==> src/rtl/fvhp_pkg.sv <==
`default_nettype none

package fvhp_pkg;

   localparam int POS_WIDTH = 9;
   localparam logic [POS_WIDTH-1:0] LAST_POS = 9'd511;
   localparam logic [POS_WIDTH-1:0] SIG_FIRST_POS = 9'd510;
   localparam logic [POS_WIDTH-1:0] MBR_TABLE_BASE = 9'd446;
   localparam logic [POS_WIDTH-1:0] MBR_ENTRY_BYTES = 9'd16;

   localparam logic [7:0] BYTE_SIG_FIRST = 8'h55;
   localparam logic [7:0] BYTE_SIG_SECOND = 8'hAA;
   localparam logic [7:0] PART_TYPE_FAT32_LBA = 8'h0C;
   localparam logic [7:0] FAT_COPIES_EXPECTED = 8'd2;
   localparam logic [15:0] SECTOR_SIZE_EXPECTED = 16'd512;

   localparam int QUEUE_DEPTH = 2;
   localparam int QUEUE_PTR_WIDTH = 1;
   localparam int QUEUE_COUNT_WIDTH = 2;

   localparam int CSR_INDEX_WIDTH = 1;
   localparam int CSR_DATA_WIDTH = 3;
   localparam logic [CSR_INDEX_WIDTH-1:0] CSR_DEVICE_NUMBER = 1'd0;
   localparam logic [CSR_INDEX_WIDTH-1:0] CSR_PARTITION_INDEX = 1'd1;

   typedef enum logic [3:0] {
      FLD_NONE,
      FLD_PART_TYPE,
      FLD_PART_START,
      FLD_PART_LENGTH,
      FLD_SIG_FIRST,
      FLD_SIG_SECOND,
      FLD_BYTES_PER_SECTOR,
      FLD_CLUSTER_SIZE,
      FLD_RESERVED,
      FLD_FAT_COPIES,
      FLD_ROOT_ENTRIES,
      FLD_OLD_FAT_SIZE,
      FLD_FAT_SIZE,
      FLD_ROOT_CLUSTER
   } field_type;

   typedef enum logic [3:0] {
      STATUS_OK          = 4'd0,
      STATUS_DEVICE      = 4'd1,
      STATUS_PARTITION   = 4'd2,
      STATUS_MBR_READ    = 4'd3,
      STATUS_MBR_SIG     = 4'd4,
      STATUS_TYPE        = 4'd5,
      STATUS_BOOT_READ   = 4'd6,
      STATUS_BOOT_SIG    = 4'd7,
      STATUS_SECTOR_SIZE = 4'd8,
      STATUS_FAT_COUNT   = 4'd9,
      STATUS_INVALID     = 4'd10
   } status_type;

   typedef enum logic {
      KIND_READ_REQUEST = 1'b0,
      KIND_MOUNT_RESULT = 1'b1
   } kind_type;

   // One classified byte as it travels from the front to the back.
   typedef struct packed {
      logic [7:0] byte_value;
      logic       read_failed;
      logic       sector_end;
      field_type  mbr_field;
      logic [1:0] mbr_lane;
      field_type  boot_field;
      logic [1:0] boot_lane;
   } entry_type;

   typedef struct packed {
      kind_type    kind;
      status_type  status;
      logic [31:0] lba;
      logic [31:0] size_in_sectors;
      logic [31:0] sectors_per_fat;
      logic [7:0]  sectors_per_cluster;
      logic [31:0] root_cluster;
      logic [31:0] fat_start_sector;
      logic [31:0] data_start_sector;
   } rsp_type;

   function automatic logic [31:0] put_byte32(input logic [31:0] word, input logic [1:0] lane,
                                              input logic [7:0] value);
      logic [31:0] result;
      result = word;
      case (lane)
         2'd0: result[7:0] = value;
         2'd1: result[15:8] = value;
         2'd2: result[23:16] = value;
         default: result[31:24] = value;
      endcase
      return result;
   endfunction

   function automatic logic [15:0] put_byte16(input logic [15:0] word, input logic lane,
                                              input logic [7:0] value);
      logic [15:0] result;
      result = word;
      if (lane) begin
         result[15:8] = value;
      end else begin
         result[7:0] = value;
      end
      return result;
   endfunction

endpackage

`default_nettype wire

==> src/rtl/fvhp_front.sv <==
`default_nettype none

module fvhp_front import fvhp_pkg::*; (
   input  wire logic       clock,
   input  wire logic       reset,
   input  wire logic       req_valid,
   input  wire logic [7:0] req_byte_value,
   input  wire logic       req_read_failed,
   input  wire logic [2:0] partition_index,
   input  wire logic       push_ready,
   output logic            push_valid,
   output entry_type       push_entry
);

   logic [POS_WIDTH-1:0] byte_position_ff;
   logic [POS_WIDTH-1:0] byte_position_in;
   logic [POS_WIDTH-1:0] table_base;
   logic [POS_WIDTH-1:0] entry_offset;
   logic                 in_entry;
   logic                 sector_end;
   logic                 accept;

   assign accept = req_valid && push_ready;
   assign sector_end = req_read_failed || (byte_position_ff == LAST_POS);
   assign push_valid = req_valid;

   // The position counter restarts at every sector end, including a failed read.
   always_comb begin
      byte_position_in = byte_position_ff;
      if (accept) begin
         byte_position_in = sector_end ? '0 : byte_position_ff + 1'b1;
      end
   end

   always_ff @(posedge clock) begin
      if (reset) begin
         byte_position_ff <= '0;
      end else begin
         byte_position_ff <= byte_position_in;
      end
   end

   assign table_base = MBR_TABLE_BASE + {3'b000, partition_index[1:0], 4'b0000};
   assign entry_offset = byte_position_ff - table_base;
   assign in_entry = !partition_index[2] && (byte_position_ff >= table_base)
                     && (entry_offset < MBR_ENTRY_BYTES);

   always_comb begin
      push_entry.byte_value = req_byte_value;
      push_entry.read_failed = req_read_failed;
      push_entry.sector_end = sector_end;
      push_entry.mbr_lane = entry_offset[1:0];
      push_entry.mbr_field = FLD_NONE;
      push_entry.boot_field = FLD_NONE;
      push_entry.boot_lane = byte_position_ff[1:0];

      if (byte_position_ff == SIG_FIRST_POS) begin
         push_entry.mbr_field = FLD_SIG_FIRST;
      end else if (byte_position_ff == LAST_POS) begin
         push_entry.mbr_field = FLD_SIG_SECOND;
      end else if (in_entry) begin
         if (entry_offset == 9'd4) begin
            push_entry.mbr_field = FLD_PART_TYPE;
         end else if (entry_offset[3:2] == 2'd2) begin
            push_entry.mbr_field = FLD_PART_START;
         end else if (entry_offset[3:2] == 2'd3) begin
            push_entry.mbr_field = FLD_PART_LENGTH;
         end
      end

      unique case (byte_position_ff) inside
         9'd11, 9'd12: begin
            push_entry.boot_field = FLD_BYTES_PER_SECTOR;
            push_entry.boot_lane = {1'b0, byte_position_ff == 9'd12};
         end
         9'd13: push_entry.boot_field = FLD_CLUSTER_SIZE;
         9'd14, 9'd15: begin
            push_entry.boot_field = FLD_RESERVED;
            push_entry.boot_lane = {1'b0, byte_position_ff == 9'd15};
         end
         9'd16: push_entry.boot_field = FLD_FAT_COPIES;
         9'd17, 9'd18: begin
            push_entry.boot_field = FLD_ROOT_ENTRIES;
            push_entry.boot_lane = {1'b0, byte_position_ff == 9'd18};
         end
         9'd22, 9'd23: begin
            push_entry.boot_field = FLD_OLD_FAT_SIZE;
            push_entry.boot_lane = {1'b0, byte_position_ff == 9'd23};
         end
         [9'd36:9'd39]: push_entry.boot_field = FLD_FAT_SIZE;
         [9'd44:9'd47]: push_entry.boot_field = FLD_ROOT_CLUSTER;
         9'd510: push_entry.boot_field = FLD_SIG_FIRST;
         9'd511: push_entry.boot_field = FLD_SIG_SECOND;
         default: push_entry.boot_field = FLD_NONE;
      endcase
   end

endmodule

`default_nettype wire

==> src/rtl/fvhp_queue.sv <==
`default_nettype none

module fvhp_queue import fvhp_pkg::*; (
   input  wire logic       clock,
   input  wire logic       reset,
   input  wire logic       push_valid,
   input  wire entry_type  push_entry,
   output logic            push_ready,
   input  wire logic       pop,
   output logic            head_valid,
   output entry_type       head_entry
);

   entry_type                    entries_ff [QUEUE_DEPTH];
   logic [QUEUE_PTR_WIDTH-1:0]   wr_ptr_ff;
   logic [QUEUE_PTR_WIDTH-1:0]   wr_ptr_in;
   logic [QUEUE_PTR_WIDTH-1:0]   rd_ptr_ff;
   logic [QUEUE_PTR_WIDTH-1:0]   rd_ptr_in;
   logic [QUEUE_COUNT_WIDTH-1:0] count_ff;
   logic [QUEUE_COUNT_WIDTH-1:0] count_in;
   logic                         do_push;
   logic                         do_pop;

   assign push_ready = (count_ff != QUEUE_COUNT_WIDTH'(QUEUE_DEPTH));
   assign head_valid = (count_ff != '0);
   assign head_entry = entries_ff[rd_ptr_ff];
   assign do_push = push_valid && push_ready;
   assign do_pop = pop && head_valid;

   always_comb begin
      wr_ptr_in = do_push ? wr_ptr_ff + 1'b1 : wr_ptr_ff;
      rd_ptr_in = do_pop ? rd_ptr_ff + 1'b1 : rd_ptr_ff;
      count_in = count_ff;
      if (do_push && !do_pop) begin
         count_in = count_ff + 1'b1;
      end else if (do_pop && !do_push) begin
         count_in = count_ff - 1'b1;
      end
   end

   always_ff @(posedge clock) begin
      if (reset) begin
         wr_ptr_ff <= '0;
         rd_ptr_ff <= '0;
         count_ff <= '0;
      end else begin
         wr_ptr_ff <= wr_ptr_in;
         rd_ptr_ff <= rd_ptr_in;
         count_ff <= count_in;
      end
   end

   always_ff @(posedge clock) begin
      if (do_push) begin
         entries_ff[wr_ptr_ff] <= push_entry;
      end
   end

endmodule

`default_nettype wire

==> src/rtl/fvhp_back.sv <==
`default_nettype none

module fvhp_back import fvhp_pkg::*; (
   input  wire logic       clock,
   input  wire logic       reset,
   input  wire logic [2:0] device_number,
   input  wire logic [2:0] partition_index,
   input  wire logic       head_valid,
   input  wire entry_type  head_entry,
   output logic            pop,
   output logic            rsp_valid,
   input  wire logic       rsp_ready,
   output rsp_type         rsp_data
);

   logic        in_boot_ff, in_boot_in;
   logic        part_type_ok_ff, part_type_ok_in;
   logic        first_sig_ok_ff, first_sig_ok_in;
   logic [31:0] part_start_ff, part_start_in;
   logic [31:0] part_length_ff, part_length_in;
   logic [15:0] bytes_per_sector_ff, bytes_per_sector_in;
   logic [7:0]  cluster_size_ff, cluster_size_in;
   logic [15:0] reserved_ff, reserved_in;
   logic [7:0]  fat_copies_ff, fat_copies_in;
   logic [15:0] root_entries_ff, root_entries_in;
   logic [15:0] old_fat_size_ff, old_fat_size_in;
   logic [31:0] fat_size_ff, fat_size_in;
   logic [31:0] root_cluster_ff, root_cluster_in;
   logic [31:0] fat_start_ff;
   logic [31:0] data_start;
   logic        rsp_valid_ff, rsp_valid_in;
   rsp_type     rsp_data_ff, rsp_data_in;

   field_type   field;
   logic [1:0]  lane;
   logic [7:0]  value;
   logic        sig_ok;
   logic        emit;

   assign field = in_boot_ff ? head_entry.boot_field : head_entry.mbr_field;
   assign lane = in_boot_ff ? head_entry.boot_lane : head_entry.mbr_lane;
   assign value = head_entry.byte_value;

   // Only a sector end produces a result, so only that transaction waits for the
   // output register; all other bytes drain at one per cycle.
   assign pop = head_valid && (!head_entry.sector_end || !rsp_valid_ff || rsp_ready);
   assign emit = pop && head_entry.sector_end;
   assign sig_ok = !head_entry.read_failed && first_sig_ok_ff && (value == BYTE_SIG_SECOND);

   // The FAT start only changes well before the last byte of a sector, so it is
   // precomputed here and the sector end adds just the FAT area.
   assign data_start = fat_start_ff + {fat_size_ff[30:0], 1'b0};

   always_comb begin
      in_boot_in = in_boot_ff;
      part_type_ok_in = part_type_ok_ff;
      first_sig_ok_in = first_sig_ok_ff;
      part_start_in = part_start_ff;
      part_length_in = part_length_ff;
      bytes_per_sector_in = bytes_per_sector_ff;
      cluster_size_in = cluster_size_ff;
      reserved_in = reserved_ff;
      fat_copies_in = fat_copies_ff;
      root_entries_in = root_entries_ff;
      old_fat_size_in = old_fat_size_ff;
      fat_size_in = fat_size_ff;
      root_cluster_in = root_cluster_ff;
      rsp_valid_in = rsp_valid_ff && !rsp_ready;
      rsp_data_in = rsp_data_ff;

      if (pop && !head_entry.read_failed) begin
         case (field)
            FLD_PART_TYPE: part_type_ok_in = (value == PART_TYPE_FAT32_LBA);
            FLD_PART_START: part_start_in = put_byte32(part_start_ff, lane, value);
            FLD_PART_LENGTH: part_length_in = put_byte32(part_length_ff, lane, value);
            FLD_SIG_FIRST: first_sig_ok_in = (value == BYTE_SIG_FIRST);
            FLD_BYTES_PER_SECTOR:
               bytes_per_sector_in = put_byte16(bytes_per_sector_ff, lane[0], value);
            FLD_CLUSTER_SIZE: cluster_size_in = value;
            FLD_RESERVED: reserved_in = put_byte16(reserved_ff, lane[0], value);
            FLD_FAT_COPIES: fat_copies_in = value;
            FLD_ROOT_ENTRIES: root_entries_in = put_byte16(root_entries_ff, lane[0], value);
            FLD_OLD_FAT_SIZE: old_fat_size_in = put_byte16(old_fat_size_ff, lane[0], value);
            FLD_FAT_SIZE: fat_size_in = put_byte32(fat_size_ff, lane, value);
            FLD_ROOT_CLUSTER: root_cluster_in = put_byte32(root_cluster_ff, lane, value);
            default: ;
         endcase
      end

      if (emit) begin
         first_sig_ok_in = 1'b0;
         part_type_ok_in = 1'b0;
         rsp_valid_in = 1'b1;
         rsp_data_in = '0;
         rsp_data_in.kind = KIND_MOUNT_RESULT;
         if (!in_boot_ff) begin
            if (device_number != '0) begin
               rsp_data_in.status = STATUS_DEVICE;
            end else if (partition_index[2]) begin
               rsp_data_in.status = STATUS_PARTITION;
            end else if (head_entry.read_failed) begin
               rsp_data_in.status = STATUS_MBR_READ;
            end else if (!sig_ok) begin
               rsp_data_in.status = STATUS_MBR_SIG;
            end else if (!part_type_ok_ff) begin
               rsp_data_in.status = STATUS_TYPE;
            end else begin
               rsp_data_in.kind = KIND_READ_REQUEST;
               rsp_data_in.status = STATUS_OK;
               rsp_data_in.lba = part_start_ff;
               rsp_data_in.size_in_sectors = part_length_ff;
               in_boot_in = 1'b1;
            end
         end else begin
            in_boot_in = 1'b0;
            if (head_entry.read_failed) begin
               rsp_data_in.status = STATUS_BOOT_READ;
            end else if (!sig_ok) begin
               rsp_data_in.status = STATUS_BOOT_SIG;
            end else if (bytes_per_sector_ff != SECTOR_SIZE_EXPECTED) begin
               rsp_data_in.status = STATUS_SECTOR_SIZE;
            end else if (fat_copies_ff != FAT_COPIES_EXPECTED) begin
               rsp_data_in.status = STATUS_FAT_COUNT;
            end else if (root_entries_ff != '0 || old_fat_size_ff != '0) begin
               rsp_data_in.status = STATUS_INVALID;
            end else begin
               rsp_data_in.status = STATUS_OK;
               rsp_data_in.lba = part_start_ff;
               rsp_data_in.size_in_sectors = part_length_ff;
               rsp_data_in.sectors_per_fat = fat_size_ff;
               rsp_data_in.sectors_per_cluster = cluster_size_ff;
               rsp_data_in.root_cluster = root_cluster_ff;
               rsp_data_in.fat_start_sector = fat_start_ff;
               rsp_data_in.data_start_sector = data_start;
            end
         end
      end
   end

   always_ff @(posedge clock) begin
      if (reset) begin
         in_boot_ff <= 1'b0;
         part_type_ok_ff <= 1'b0;
         first_sig_ok_ff <= 1'b0;
         part_start_ff <= '0;
         part_length_ff <= '0;
         bytes_per_sector_ff <= '0;
         cluster_size_ff <= '0;
         reserved_ff <= '0;
         fat_copies_ff <= '0;
         root_entries_ff <= '0;
         old_fat_size_ff <= '0;
         fat_size_ff <= '0;
         root_cluster_ff <= '0;
         rsp_valid_ff <= 1'b0;
      end else begin
         in_boot_ff <= in_boot_in;
         part_type_ok_ff <= part_type_ok_in;
         first_sig_ok_ff <= first_sig_ok_in;
         part_start_ff <= part_start_in;
         part_length_ff <= part_length_in;
         bytes_per_sector_ff <= bytes_per_sector_in;
         cluster_size_ff <= cluster_size_in;
         reserved_ff <= reserved_in;
         fat_copies_ff <= fat_copies_in;
         root_entries_ff <= root_entries_in;
         old_fat_size_ff <= old_fat_size_in;
         fat_size_ff <= fat_size_in;
         root_cluster_ff <= root_cluster_in;
         rsp_valid_ff <= rsp_valid_in;
      end
   end

   always_ff @(posedge clock) begin
      fat_start_ff <= part_start_ff + {16'h0000, reserved_ff};
      rsp_data_ff <= rsp_data_in;
   end

   assign rsp_valid = rsp_valid_ff;
   assign rsp_data = rsp_data_ff;

endmodule

`default_nettype wire

==> src/rtl/fat32_volume_header_parser.sv <==
`default_nettype none

// Parses the MBR sector and then the FAT32 boot sector of the selected partition,
// one byte per transaction, and sustains one byte per clock cycle. A position
// tracker classifies each byte and passes it through a two-entry queue to the
// capture unit, which updates the partition and volume fields and, at the end of
// each sector, loads one result into the output register. Only the transaction
// that ends a sector waits for that register to be free, so a stalled result
// holds back the stream once the queue is full. After an accepted MBR the block
// emits a boot sector read request and expects the boot sector next; after the
// boot sector, or after any error, it emits the mount result and expects an MBR
// again. A sector's last byte passes the queue and then the output register.
module fat32_volume_header_parser import fvhp_pkg::*; (
   input  wire logic                       clock,
   input  wire logic                       reset,
   input  wire logic                       csr_wen,
   input  wire logic [CSR_INDEX_WIDTH-1:0] csr_index,
   input  wire logic [CSR_DATA_WIDTH-1:0]  csr_wdata,
   input  wire logic                       req_valid,
   output logic                            req_ready,
   input  wire logic [7:0]                 req_byte_value,
   input  wire logic                       req_read_failed,
   output logic                            rsp_valid,
   input  wire logic                       rsp_ready,
   output logic                            rsp_kind,
   output logic [3:0]                      rsp_status,
   output logic [31:0]                     rsp_lba,
   output logic [31:0]                     rsp_size_in_sectors,
   output logic [31:0]                     rsp_sectors_per_fat,
   output logic [7:0]                      rsp_sectors_per_cluster,
   output logic [31:0]                     rsp_root_cluster,
   output logic [31:0]                     rsp_fat_start_sector,
   output logic [31:0]                     rsp_data_start_sector
);

   logic [2:0] device_number_ff;
   logic [2:0] partition_index_ff;
   logic       push_valid;
   logic       push_ready;
   entry_type  push_entry;
   logic       head_valid;
   entry_type  head_entry;
   logic       pop;
   rsp_type    rsp_data;

   always_ff @(posedge clock) begin
      if (reset) begin
         device_number_ff <= '0;
         partition_index_ff <= '0;
      end else if (csr_wen) begin
         unique case (csr_index)
            CSR_DEVICE_NUMBER: device_number_ff <= csr_wdata;
            CSR_PARTITION_INDEX: partition_index_ff <= csr_wdata;
            default: ;
         endcase
      end
   end

   assign req_ready = push_ready;

   fvhp_front u_front (
      .clock           (clock),
      .reset           (reset),
      .req_valid       (req_valid),
      .req_byte_value  (req_byte_value),
      .req_read_failed (req_read_failed),
      .partition_index (partition_index_ff),
      .push_ready      (push_ready),
      .push_valid      (push_valid),
      .push_entry      (push_entry)
   );

   fvhp_queue u_queue (
      .clock      (clock),
      .reset      (reset),
      .push_valid (push_valid),
      .push_entry (push_entry),
      .push_ready (push_ready),
      .pop        (pop),
      .head_valid (head_valid),
      .head_entry (head_entry)
   );

   fvhp_back u_back (
      .clock           (clock),
      .reset           (reset),
      .device_number   (device_number_ff),
      .partition_index (partition_index_ff),
      .head_valid      (head_valid),
      .head_entry      (head_entry),
      .pop             (pop),
      .rsp_valid       (rsp_valid),
      .rsp_ready       (rsp_ready),
      .rsp_data        (rsp_data)
   );

   assign rsp_kind = rsp_data.kind;
   assign rsp_status = rsp_data.status;
   assign rsp_lba = rsp_data.lba;
   assign rsp_size_in_sectors = rsp_data.size_in_sectors;
   assign rsp_sectors_per_fat = rsp_data.sectors_per_fat;
   assign rsp_sectors_per_cluster = rsp_data.sectors_per_cluster;
   assign rsp_root_cluster = rsp_data.root_cluster;
   assign rsp_fat_start_sector = rsp_data.fat_start_sector;
   assign rsp_data_start_sector = rsp_data.data_start_sector;

endmodule

`default_nettype wire

==> config.mk <==
export PLATFORM = sky130hd
export DESIGN_NAME = fat32_volume_header_parser
export DESIGN_NICKNAME = d
export VERILOG_FILES = /design/src/rtl/fvhp_pkg.sv /design/src/rtl/fvhp_front.sv /design/src/rtl/fvhp_queue.sv /design/src/rtl/fvhp_back.sv /design/src/rtl/fat32_volume_header_parser.sv
export SDC_FILE = /design/constraint.sdc
export NUM_CORES = 1
export LEC_CHECK = 0
export BUFFER_PORTS_ARGS = -buffer_cell sky130_fd_sc_hd__buf_2
export CELL_PAD_IN_SITES_DETAIL_PLACEMENT = 0
export CELL_PAD_IN_SITES_GLOBAL_PLACEMENT = 2
export CORE_MARGIN = 2
export CORE_UTILIZATION = 39
export CTS_CLUSTER_DIAMETER = 100
export CTS_CLUSTER_SIZE = 20
export DETAILED_ROUTE_END_ITERATION = 7
export GPL_TIMING_DRIVEN = 0
export PLACE_DENSITY = 0.91
export SYNTH_ARGS = -nofsm -noshare
export SYNTH_HDL_FRONTEND = slang
export SYNTH_SLANG_ARGS = --single-unit
==> constraint.sdc <==
create_clock -name clock -period 12.6 [get_ports clock]
set_input_delay 0 -clock clock [delete_from_list [all_inputs] [get_ports clock]]
set_output_delay 0 -clock clock [all_outputs]
set_load 0.02 [all_outputs]
==> metrics.md <==
| Metric | Value |
|---|---|
| Post-route DRC | 0 |
| Final Hold Viols | 0 |
| WL final | 59690 um |
| Placer Congestion | 0.8629 |
| Kind of critical path | flip-flop to flip-flop |
| Status | complete, but fails checks |
| Area contributors post-synth | edfxtp_1 34%, dfxtp_1 25%, a211oi_1 5.9%, nor2_1 5.8%, ha_1 3.3% |
| Synthesized flop and latch total | 510 |
| All-Layer GR Usage | 0.2062 |
| Worst Setup End Kind | flip-flop |
| Site Rows | 86 |
| Drt first pass iters | 5 |
| Ys async rst share | 0 |
| Ant diodes | 0 |
| Sequential area share after synthesis | 0.5886 |
| Die ar. | 57100 sq um |
| Post-Syn Area | 21530 sq um |
| Synthesis Warnings | 0 |
| Cells along the critical path | buf_6 -> buf_6 -> clkbuf_1 -> mux2i_1 -> clkbuf_1 -> a211oi_1 |
| Fmax | 0.2781 GHz |
| Vias in the first global route | 15310 |
| Clock Latency Late Sink | 0.60 ns |
| Top cell type's share of synthesized area | 0.3431 |
| Worst Path Required | 13.02 ns |
| Final Max Slew Viols | 8 |
| Seq pwr share | 0.519 |
| Num CTS Buffers | 29 |
| Hold WC Path Type | primary input to flip-flop |
| Vias | 15670 |
| GR Layer Usage met3 | 0.02090 |
| Resize count post-CTS | 0 |
| Leading area contributor after synthesis | edfxtp_1 |
| Clk sinks | 510 |
| CP peak stage delay | 1.13 ns |
| Cell Int Power | 2.679 mW |
| Gr ovfl total | 0 |
| Post-synth net total | 2048 |
| Synth Instances | 1971 |
| Combinational cell fraction of total power | 0.237 |
| DR WL/cell | 20.02 um |
| Final setup vio count | 0 |
| Placed cell areas | 23700 sq um |
| Die Width | 239.0 um |
| First-pass GRT wire length | 90560 um |
| Fin crit period | 3.596 ns |
| Design area | 24740 sq um |
| RSZ-0062 raised after global routing | no |
| Max_cap viols | 1 |
| Layout Skew | 0.01799 ns |
| Global route hottest layer | met2 |
| PD cells | 161.4 nW/um^2 |
| IO buf count | 223 |
| Initial antenna violation count | 0 |
| Static leakage | 8.947 nW |
| Post-CTS setup repair buffer count | 0 |
| Clock Power Share | 0.244 |
| Post-layout util | 0.4509 |
| Maximum fanout along the worst path | 10 |
| Largest net degree at the start of global routing | 43 |
| Violated checks | capacitance limit, slew limit |
| Synth Flop Type | dfxtp_1 |
| Met2 Track Usage GR | 0.3538 |
| Actual slew at the worst max-slew pin | 1.527 ns |
| CP delay by family, top | buffers and inverters |
| Setup TNS | 0 ns |
| Psw | 1.314 mW |
| H-tree depth | 1 |
| CTS max path bufs | 3 |
| Root Buffer | clkbuf_16 |
| Final antenna-violating net count | 0 |
| Initial drt markers | 1160 |
| Core ar. | 54880 sq um |
| Sw Share | 0.3290 |
| Slew HR | -0.04708 |
| Number of synthesized flops with an enable pin | 246 |
| Area grow syn2layout | 14.93% |
| Met1 Use GR | 0.2791 |
| Synth cell types | 77 |
| # hold bufs at CTS | 22 |
| Worst VDD drop | 0.0001005 V |
| Max stage delay cell, worst path | mux2i_1 |
| Period utilization | 0.2854 |
| CTS tree | yes |
| Io pins | 225 |
| WP data arrival | 4.02 ns |
| Die height | 239.0 um |
| Post-Syn Area per Cell | 10.92 sq um |
| Vias per cell | 5.255 |
| Worst Path Buf+Inv | 4 |
| Nets@finish | 2332 |
| Post-DP HPWL | 44470 um |
| Startpoint types | flip-flop |
| Clk slew on worst S/H paths | 0.08 ns |
| Initial cell density of the core | 0.3923 |
| Fraction of layout instances using a drive strength above 1 | 0.1577 |
[power groups by stage]
| stage | clock (mW) | combinational, mW | sequential, mW |
|---|---|---|---|
| final | 0.975 | 0.946 | 2.07 |
| after global placement | 0 | 0.885 | 2.23 |
| after global routing | 1.06 | 1.00 | 2.09 |
| after floorplan | 0 | 0.351 | 2.37 |
| after CTS | 1.00 | 0.953 | 2.08 |
| after detailed placement | 0 | 0.946 | 2.11 |
[routing by layer]
metal	vias up	share of wire
met3	79	0.047
met2	402	0.48
met5	-	0
met1	7568	0.45
li1	7616	-
met4	0	0.023
[worst paths after layout]
check | start | to | slack [ns] | cells after the start
max | flip-flop | u_back.root_cluster_ff[2]$_SDFFE_PP0P_ | 9.00 | 6
min | req_byte_value[6] | u_queue.entries_ff[1][19]$_DFFE_PP_ | 0.13 | 2
min reg2reg | u_back.cluster_size_ff[4]$_SDFFE_PP0P_ | u_back.cluster_size_ff[4]$_SDFFE_PP0P_ | 0.48 | 2
max reg2reg | flip-flop | u_back.root_cluster_ff[2]$_SDFFE_PP0P_ | 9.00 | 6
[logic make-up (layout without fill, tap and decap cells)]
family	Yosys count	after routing	share of synthesized area
simple gates	780	780	0.1819
fa+ha+maj	59	59	0.03499
mux	29	29	0.01714
flops	510	510	0.5886
buf+inv	133	439	0.02743
compound gates	397	397	0.1243
xor+xnor	63	63	0.02563
[layout make-up]
class / instances / area (sq um)
fillers: 5159 / 30130
well taps: 704 / 880.8
inverters: 24 / 90.09
plain buffers: 109 / 500.5
clock buffers: 50 / 804.5
clock inverters: 3 / 22.52
repair buffers: 253 / 1494
flip-flops and latches: 510 / 12670
multi-input cells: 1328 / 8279
[flip-flops by register name (all words and copies together) (netlist names), named ones only]
signal	count
u_back.fat_size_ff	32
u_back.part_type_ok_ff	1
u_back.old_fat_size_ff	16
u_back.root_entries_ff	16
u_back.fat_copies_ff	8
u_back.fat_start_ff	32
u_front.byte_position_ff	9
u_back.rsp_valid	1
u_back.part_start_ff	32
u_back.in_boot_ff	1
u_queue.count_ff	2
partition_index_ff	3
u_back.root_cluster_ff	32
u_back.part_length_ff	32
u_back.first_sig_ok_ff	1
u_back.reserved_ff	16
u_back.cluster_size_ff	8
u_queue.wr_ptr_ff	1
u_queue.entries_ff	42
device_number_ff	3
u_queue.rd_ptr_ff	1
u_back.bytes_per_sector_ff	16
u_back.rsp_data	204
[Yosys cell counts, drive strengths merged (30+ instances only)]
master,number
nand2,87
dfxtp,264
ha,57
and2,114
a21oi,106
xor2,32
nor3,48
clkbuf,79
o21ai,43
nand3,31
a211oi,176
nor2b,67
edfxtp,246
nor2,348
buf,30
xnor2,31
[placed cells by master, fill, tap and decap left out, types with 67 or more instances in the layout]
master    Yosys  final
a21oi_1     106    106
clkbuf_1     72     93
dfxtp_1     264    264
nand2_1      85     85
nor2_1      331    328
buf_2        21    244
edfxtp_1    246    246
a211oi_1    168    168
nor2b_1      67     67
and2_1      113    113
[through the flow]
step	worst slack, ns	total power, mW	instances	hold slack, ns
after detailed placement	8.989	3.058	2906	0.1913
after global placement	-1.566	3.119	2898	0.1925
after floorplan	2.173	2.718	1971	0.09887
after CTS	8.985	4.031	2981	0.09456
final	9.004	3.993	2981	0.1309
after global routing	8.848	4.155	2981	0.1236
No activity file was read; power rests on OpenSTA's default activity.
